### config.mk
export PLATFORM = sky130hd
export DESIGN_NAME = fed_ctrl
export DESIGN_NICKNAME = d
export VERILOG_FILES = /design/src/design/fed_pkg.sv /design/src/design/fed_ctrl.sv
export SDC_FILE = /design/constraint.sdc
export NUM_CORES = 1
export LEC_CHECK = 0
export BUFFER_PORTS_ARGS = -buffer_cell sky130_fd_sc_hd__buf_2
export CAP_MARGIN = 20
export CORE_AREA = 3 3 40 42
export CTS_BUF_LIST = sky130_fd_sc_hd__clkbuf_4
export CTS_CLUSTER_SIZE = 28
export DETAILED_ROUTE_END_ITERATION = 6
export DIE_AREA = 0 0 43 45
export PLACE_DENSITY = 0.68
export REMOVE_ABC_BUFFERS = 1
export SYNTH_ARGS = -nofsm -noshare
export SYNTH_HDL_FRONTEND = slang
export SYNTH_SLANG_ARGS = --single-unit
### constraint.sdc
create_clock -name i_clk -period 2.21 [get_ports i_clk]
set_input_delay 0.1105 -clock i_clk [delete_from_list [all_inputs] [get_ports i_clk]]
set_output_delay 0.1105 -clock i_clk [all_outputs]
set_load 0.005 [all_outputs]
### src/design/fed_pkg.sv
`default_nettype none
// ----------------------------------------------------------------------------
// fed_pkg: shared types and constants for the field energy diagnostics block
// Accumulator widths, result width, register indexes and controller commands.
// ----------------------------------------------------------------------------
package fed_pkg;

    localparam int SUM_BITS  = 56;
    localparam int HEAT_BITS = 53;
    localparam int PEAK_BITS = 33;
    localparam int OUT_BITS  = 63;
    localparam int VOL_BITS  = 32;
    localparam int DAMP_BITS = 32;
    localparam int MOP_BITS  = 32;
    // scaled value: a 56-bit sum times a Q0.32 volume, shifted down by 32
    localparam int SC_BITS   = SUM_BITS + 1;

    localparam logic [PEAK_BITS-1:0] PEAK_MAX = '1;

    // configuration register indexes, decoded from paddr[2]
    localparam logic REG_CELL_VOLUME   = 1'b0;
    localparam logic REG_SPONGE_ENABLE = 1'b1;

    // scaling sequence: two half-word multiplies for each of three values
    localparam int SCALE_MULS = 6;
    localparam int CNT_BITS   = $clog2(SCALE_MULS + 1);

    typedef enum logic [2:0] {
        S_IDLE,
        S_SUM,
        S_ACC,
        S_SCALE,
        S_LOAD
    } t_state;

    typedef enum logic [1:0] {
        SRC_MAG,
        SRC_ELEC,
        SRC_PEAK
    } t_src;

    typedef struct packed {
        logic cap;
        logic sum;
        logic acc;
        logic mul_en;
        t_src mul_src;
        logic mul_hi;
        logic fold_en;
        t_src fold_src;
        logic fold_hi;
        logic load;
    } t_cmd;

endpackage
`default_nettype wire

### src/design/fed_ctrl.sv
`default_nettype none
// ----------------------------------------------------------------------------
// fed_ctrl: controller of the field energy diagnostics block
// Sequences capture, sum, accumulate, volume scaling and result load.
// ----------------------------------------------------------------------------
module fed_ctrl (
    input  logic          i_clk,
    input  logic          i_rst_n,
    input  logic          i_in_valid,
    input  logic          i_last_cell,
    output logic          o_in_ready,
    input  logic          i_out_ready,
    output logic          o_out_valid,
    output fed_pkg::t_cmd o_cmd
);
    import fed_pkg::*;

    t_state              r_state;
    t_state              n_state;
    logic [CNT_BITS-1:0] r_cnt;
    logic [CNT_BITS-1:0] n_cnt;
    logic [CNT_BITS-1:0] n_fold_idx;
    logic                r_last;
    logic                r_out_valid;
    t_cmd                n_cmd;

    always_ff @(posedge i_clk) begin
        if (!i_rst_n) begin
            r_state     <= S_IDLE;
            r_cnt       <= '0;
            r_last      <= 1'b0;
            r_out_valid <= 1'b0;
        end else begin
            r_state <= n_state;
            r_cnt   <= n_cnt;
            if (n_cmd.cap) begin
                r_last <= i_last_cell;
            end
            if (n_cmd.load) begin
                r_out_valid <= 1'b1;
            end else if (i_out_ready) begin
                r_out_valid <= 1'b0;
            end
        end
    end

    always_comb begin
        n_state    = r_state;
        n_cnt      = r_cnt;
        n_cmd      = '0;
        n_fold_idx = r_cnt - CNT_BITS'(1);
        o_in_ready = 1'b0;
        unique case (r_state)
            S_IDLE: begin
                o_in_ready = 1'b1;
                if (i_in_valid) begin
                    n_cmd.cap = 1'b1;
                    n_state   = S_SUM;
                end
            end
            S_SUM: begin
                n_cmd.sum = 1'b1;
                n_state   = S_ACC;
            end
            S_ACC: begin
                n_cmd.acc = 1'b1;
                n_cnt     = '0;
                n_state   = r_last ? S_SCALE : S_IDLE;
            end
            S_SCALE: begin
                // multiply at step k, fold that product in at step k+1
                if (r_cnt < CNT_BITS'(SCALE_MULS)) begin
                    n_cmd.mul_en  = 1'b1;
                    n_cmd.mul_src = t_src'(r_cnt[CNT_BITS-1:1]);
                    n_cmd.mul_hi  = r_cnt[0];
                end
                if (r_cnt != '0) begin
                    n_cmd.fold_en  = 1'b1;
                    n_cmd.fold_src = t_src'(n_fold_idx[CNT_BITS-1:1]);
                    n_cmd.fold_hi  = n_fold_idx[0];
                end
                n_cnt = r_cnt + CNT_BITS'(1);
                if (r_cnt == CNT_BITS'(SCALE_MULS)) begin
                    n_state = S_LOAD;
                end
            end
            S_LOAD: begin
                // wait for the output register to free up
                if (!r_out_valid || i_out_ready) begin
                    n_cmd.load = 1'b1;
                    n_state    = S_IDLE;
                end
            end
            default: begin
                n_state = S_IDLE;
            end
        endcase
    end

    assign o_cmd       = n_cmd;
    assign o_out_valid = r_out_valid;

endmodule
`default_nettype wire

==> flow_summary.json, run 1 <==
{
  "status": "completed",
  "grt_pass1_wl_mm": 1.72,
  "synth.distinct_cells": 27,
  "end_kind": "output pin",
  "start_util_pct": 42.5,
  "hold_start": "i_last_cell",
  "synth_seq_cells": 8,
  "ant_nets": 0,
  "clkLatencyLatePin_ns": 0.25,
  "holdPathEnd": "r_last",
  "diodes": 0,
  "drc": 0,
  "final.min_clock_period_ns": 1.63,
  "cts_resized": 0,
  "whs_ns": 0.0832,
  "critical_path_required_ns": 2.10,
  "clk_pin_slew_ns": 0.05,
  "rr_startpoint": "r_state[1]",
  "grt-ovfl-total": 0,
  "post-place-ws_ns": 0.847,
  "power_leakage_nw": 0.326,
  "final.fill_count": 127,
  "wl_per_cell_um": 11.5,
  "firstDrtPassIters": 4,
  "die_x_um": 43,
  "cts.sinks": 8,
  "reg2reg_slack_ns": 0.93,
  "io_pins": 19,
  "yosysWarnings": 0,
  "nets": 92,
  "setup_tns_ns": 0,
  "timing.fmax_mhz": 613,
  "synth_area_leaders": "dfxtp_1 29%, ha_1 11%, nor2b_1 4.6%",
  "r2r-end": "r_cnt[2]",
  "synth-seq-area-share_pct": 29.4,
  "grt_max_degree": 16,
  "vias": 480,
  "syn_inst": 62,
  "gp_congestion": 0.773,
  "placed_cells": 92,
  "period_share_pct": 73.8,
  "ff2ff_path_depth": 3,
  "cts_hold_buffers": 0,
  "cts_buffers": 3,
  "core-area_sq_um": 1280,
  "yosysTopAreaCell": "dfxtp_1",
  "die_y_um": 45,
  "powerDensity_nw_per_um2": 455,
  "slew_violations": 0,
  "drtIter0Drc": 12,
  "path_max_fanout": 15,
  "syn_area_sq_um": 546,
  "hold_path.class": "in -> reg",
  "synth.avg_cell_area_sq_um": 8.80,
  "relSlewSlack_pct": 64.5,
  "fin_cells": 95,
  "peakVddDrop_v": 0.000272,
  "cts_root_buf": "clkbuf_4",
  "clockBufferDepth": 2,
  "fin_ws_ns": 0.579,
  "die-area_sq_um": 1940,
  "grt_pass1_vias": 409,
  "area_growth_pct": 20.0,
  "postCtsSetupBuffers": 0,
  "setup_viol": 0,
  "synth_top_area_share_pct": 29.4,
  "hold_viol_final": 0,
  "dpl.hpwl_um": 852,
  "cp.arrival_ns": 1.52,
  "final_util_pct": 50.9,
  "rsz0062_at_grt": "false",
  "grt_usage_pct": 12.4,
  "critPathLaunchType": "flip-flop",
  "htree_levels": 1,
  "tightest_slew_ns": 0.532,
  "portBuffers": 18,
  "cts_tree": "built",
  "antenna_found_initial": 0,
  "clock-skew-final_ns": 0.000885,
  "wirelength_mm": 1.10,
  "vias_per_cell": 5.05,
  "min_path_cells": 3,
  "rows": 13,
  "layout-drive-gt1-share_pct": 31.3,
  "drv_cap": 0,
  "crit_type": "reg -> out"
}
-- critical path, cell delays in order (launching register included) --
cell and delay (ns):
dfxtp_1 0.65, nand3b_2 0.23, a21oi_2 0.16, and2_1 0.13, buf_2 0.10
-- logic make-up after synthesis --
logic type,Yosys count,synth area share [%]
AOI/OAI and AO/OA,10,12.8
adders and majority gates,5,11.5
buffers and inverters,7,6.88
DFF,8,29.4
muxes,2,3.67
and+or+nand+nor,30,35.8
-- metrics by stage --
stage	cell area, sq um	total power, W
global placement	632	0.000193
floorplan	523	0.000178
CTS	654	0.000305
finish	654	0.000298
global route	654	0.000319
detailed placement	632	0.000193
-- cell usage in the layout (no fill, tap or decap), types with 2 or more instances in the layout --
cell type  count
a21boi_1       3
and2_1         2
buf_2         18
clkbuf_4       3
dfxtp_1        8
ha_1           5
inv_1          4
mux2i_1        2
nand2_1        3
nand3_1        3
nand4_1        2
nor2_1         4
nor2b_1        4
nor3_1         4
nor3b_1        2
o21a_1         2
o21ai_0        2
-- worst max path at each step --
| stage | to | depth (start not counted) | from |
|---|---|---|---|
| floorplan | o_cmd[1] | 4 | r_cnt[1] |
| global placement | o_cmd[1] | 5 | r_cnt[1] |
| detailed placement | o_cmd[1] | 5 | r_cnt[1] |
| CTS | o_cmd[1] | 5 | r_cnt[1] |
| global route | o_cmd[1] | 5 | r_cnt[1] |
| finish | o_cmd[5] | 4 | r_state[0] |
-- area by class of cell --
class	count	area (sq um)	area share (%)
well taps	15	18.8	2.87
flip-flops and latches	8	160	24.5
inverters	4	15.0	2.29
multi-input cells	47	348	53.2
clock buffers	3	22.5	3.44
repair buffers	18	90.1	13.8
-- synth_stat cells --
cell type	number
nor4b_4	1
buf_4	1
nor2b_1	4
a21boi_1	3
clkbuf_1	1
buf_6	1
and2_1	2
o21a_1	2
ha_1	5
nand3b_2	1
and3b_1	1
inv_1	4
dfxtp_1	8
nor3_1	4
nand4_1	2
a21oi_2	1
o21ai_0	2
and3_1	1
nor3b_1	2
nand2b_1	1
a311oi_1	1
nand2_1	3
a21oi_1	1
nor3b_2	1
mux2i_1	2
nor2_1	4
nand3_1	3
-- state kept, by name, indices dropped and copies added (netlist names) --
name	flops
r_last	1
r_state	3
r_cnt	3
o_out_valid	1
-- power breakdown --
group	internal, W	switching [W]
Sequential	0.000149	0.00000968
Combinational	0.0000175	0.0000144
Clock	0.0000619	0.0000458
Total	0.000228	0.0000698
-- layer usage --
layer	up-vias	wire length [um]	track usage, %
li1	253	-	-
met5	-	0	0
met2	18	450	18.3
met1	204	509	14.0
met4	0	42	12.7
met3	5	95	3.59
Note: power is estimated with default switching activity, not from simulation.
==> inputs of run 2 (changes only) <==
clock period = 1.7 ns   (was 2.21 ns; I/O delays follow)
==> flow_summary.json, run 2 (synthesis gave the netlist of run 1 again) <==
{
  "status": "completed",
  "htree_levels": 1,
  "rsz0062_at_grt": "false",
  "layout_common_cells": "18 x buf_2, 7 x dfxtp_1, 5 x ha_1",
  "die-area_sq_um": 1940,
  "antenna_found_initial": 0,
  "use_met1_pct": 18.6,
  "multi_input_area_sq_um": 353,
  "path_max_fanout": 4,
  "peakVddDrop_v": 0.000383,
  "clockBufferDepth": 2,
  "grt-ovfl-total": 0,
  "internal-power_w": 0.000299,
  "final.fill_count": 120,
  "cts.sinks": 8,
  "min_path_cells": 3,
  "grt_pass1_vias": 447,
  "final_common_cell": "buf_2",
  "clock-skew-final_ns": 0.00873,
  "critPathLaunchType": "flip-flop",
  "whs_ns": 0.0449,
  "firstDrtPassIters": 2,
  "dpl.hpwl_um": 843,
  "grtUsageMet3_pct": 3.59,
  "hold_path.class": "in -> reg",
  "slew_violations": 0,
  "clkLatencyLatePin_ns": 0.26,
  "regArea_sq_um": 161,
  "holdPathEnd": "r_last",
  "fin_ws_ns": 0.144,
  "wirelength_mm": 1.12,
  "drc": 0,
  "end_kind": "output pin",
  "rr_startpoint": "r_state[1]",
  "setup_tns_ns": 0,
  "ant_nets": 0,
  "grt_pass1_wl_mm": 1.93,
  "tightest_slew_ns": 0.363,
  "ff2ff_path_depth": 3,
  "drv_cap": 0,
  "final.min_clock_period_ns": 1.56,
  "layout-drive-gt1-share_pct": 34.6,
  "powerDensity_nw_per_um2": 594,
  "relSlewSlack_pct": 75.8,
  "gp_congestion": 0.743,
  "power_w": 0.000397,
  "combPwrFrac_pct": 12.0,
  "p_sw_w": 0.0000980,
  "grt_usage_pct": 13.6,
  "start_util_pct": 42.5,
  "timing.fmax_mhz": 643,
  "vias": 487,
  "busiest_layer": "met1",
  "cts_tree": "built",
  "r2r-end": "r_cnt[0]",
  "die_x_um": 43,
  "diodes": 0,
  "hold_start": "i_last_cell",
  "reg2reg_slack_ns": 0.43,
  "grt_max_degree": 11,
  "post-place-ws_ns": 0.383,
  "rows": 13,
  "core-area_sq_um": 1280,
  "critical_path_required_ns": 1.62,
  "cts_root_buf": "clkbuf_4",
  "hold_viol_final": 0,
  "clk_pin_slew_ns": 0.06,
  "use_met2_pct": 17.7,
  "area_growth_pct": 22.5,
  "power_leakage_nw": 0.332,
  "period_share_pct": 91.5,
  "sequentialPowerShare_pct": 50.9,
  "drtIter0Drc": 2,
  "nets": 93,
  "clkPwrFrac_pct": 37.1,
  "postCtsSetupBuffers": 0,
  "sw_frac_of_total_pct": 24.7,
  "cp.arrival_ns": 1.47,
  "vias_per_cell": 5.07,
  "portBuffers": 18,
  "crit_type": "reg -> out",
  "cts_buffers": 3,
  "io_pins": 19,
  "setup_viol": 0,
  "top_regs": "r_cnt (3), r_state (3)",
  "die_y_um": 45,
  "wl_per_cell_um": 11.6
}
==> run 2: worst max-delay path by stage <==
stage	start	endpoint	slack [ns]	cells after the start
global placement	r_cnt[1]	o_cmd[1]	0.39	5
finish	r_cnt[0]	o_cmd[1]	0.14	5
CTS	r_cnt[1]	o_cmd[1]	0.1	5
floorplan	r_cnt[1]	o_cmd[1]	0.54	4
detailed placement	r_cnt[1]	o_cmd[1]	0.38	5
global route	r_cnt[0]	o_cmd[1]	0.02	5
==> run 2: cell type report <==
cell class / instances / share of cell area [%]
multi-input cells: 47 / 52.8
flip-flops and latches: 8 / 24.2
clock buffers: 3 / 3.37
inverters: 4 / 2.25
repair buffers: 19 / 14.6
well taps: 15 / 2.81
==> run 2: metrics by stage <==
stage                     util, %  cell area, sq um  cells
after floorplan                 -               523     59
after global placement       49.8               639     93
after detailed placement     49.8               639     93
after CTS                    51.5               662     96
after global routing         52.0               668     96
final                        52.0               668     96
==> run 2: worst max-delay path: stages (launching register included) <==
cell,delay [ns]
dfxtp_1,0.38
inv_1,0.10
ha_1,0.25
ha_1,0.22
nor3_2,0.14
buf_2,0.13
==> run 2: power groups by stage <==
stage	logic, W	clock network [W]	registers, W
4_1_cts	0.0000480	0.000154	0.000202
3_5_place_dp	0.0000477	0	0.000206
3_3_place_gp	0.0000472	0	0.000205
2_1_floorplan	0.0000248	0	0.000207
6_report	0.0000477	0.000147	0.000202
5_1_grt	0.0000540	0.000163	0.000202
==> run 2: timing repair <==
action	4_1_cts	5_1_grt
endpoints found under the setup margin	0	1
gates resized for setup	0	2
hold buffers	0	0
endpoints found under the hold margin	0	0
==> run 2: layer usage <==
layer  vias to the layer above  routed length [um]  share of wire [%]
met5                         -                   0                  0
met4                         0                  27                2.4
met3                         4                  82                7.4
met2                        19                 449                 40
met1                       209                 556                 50
li1                        255                   -                  -
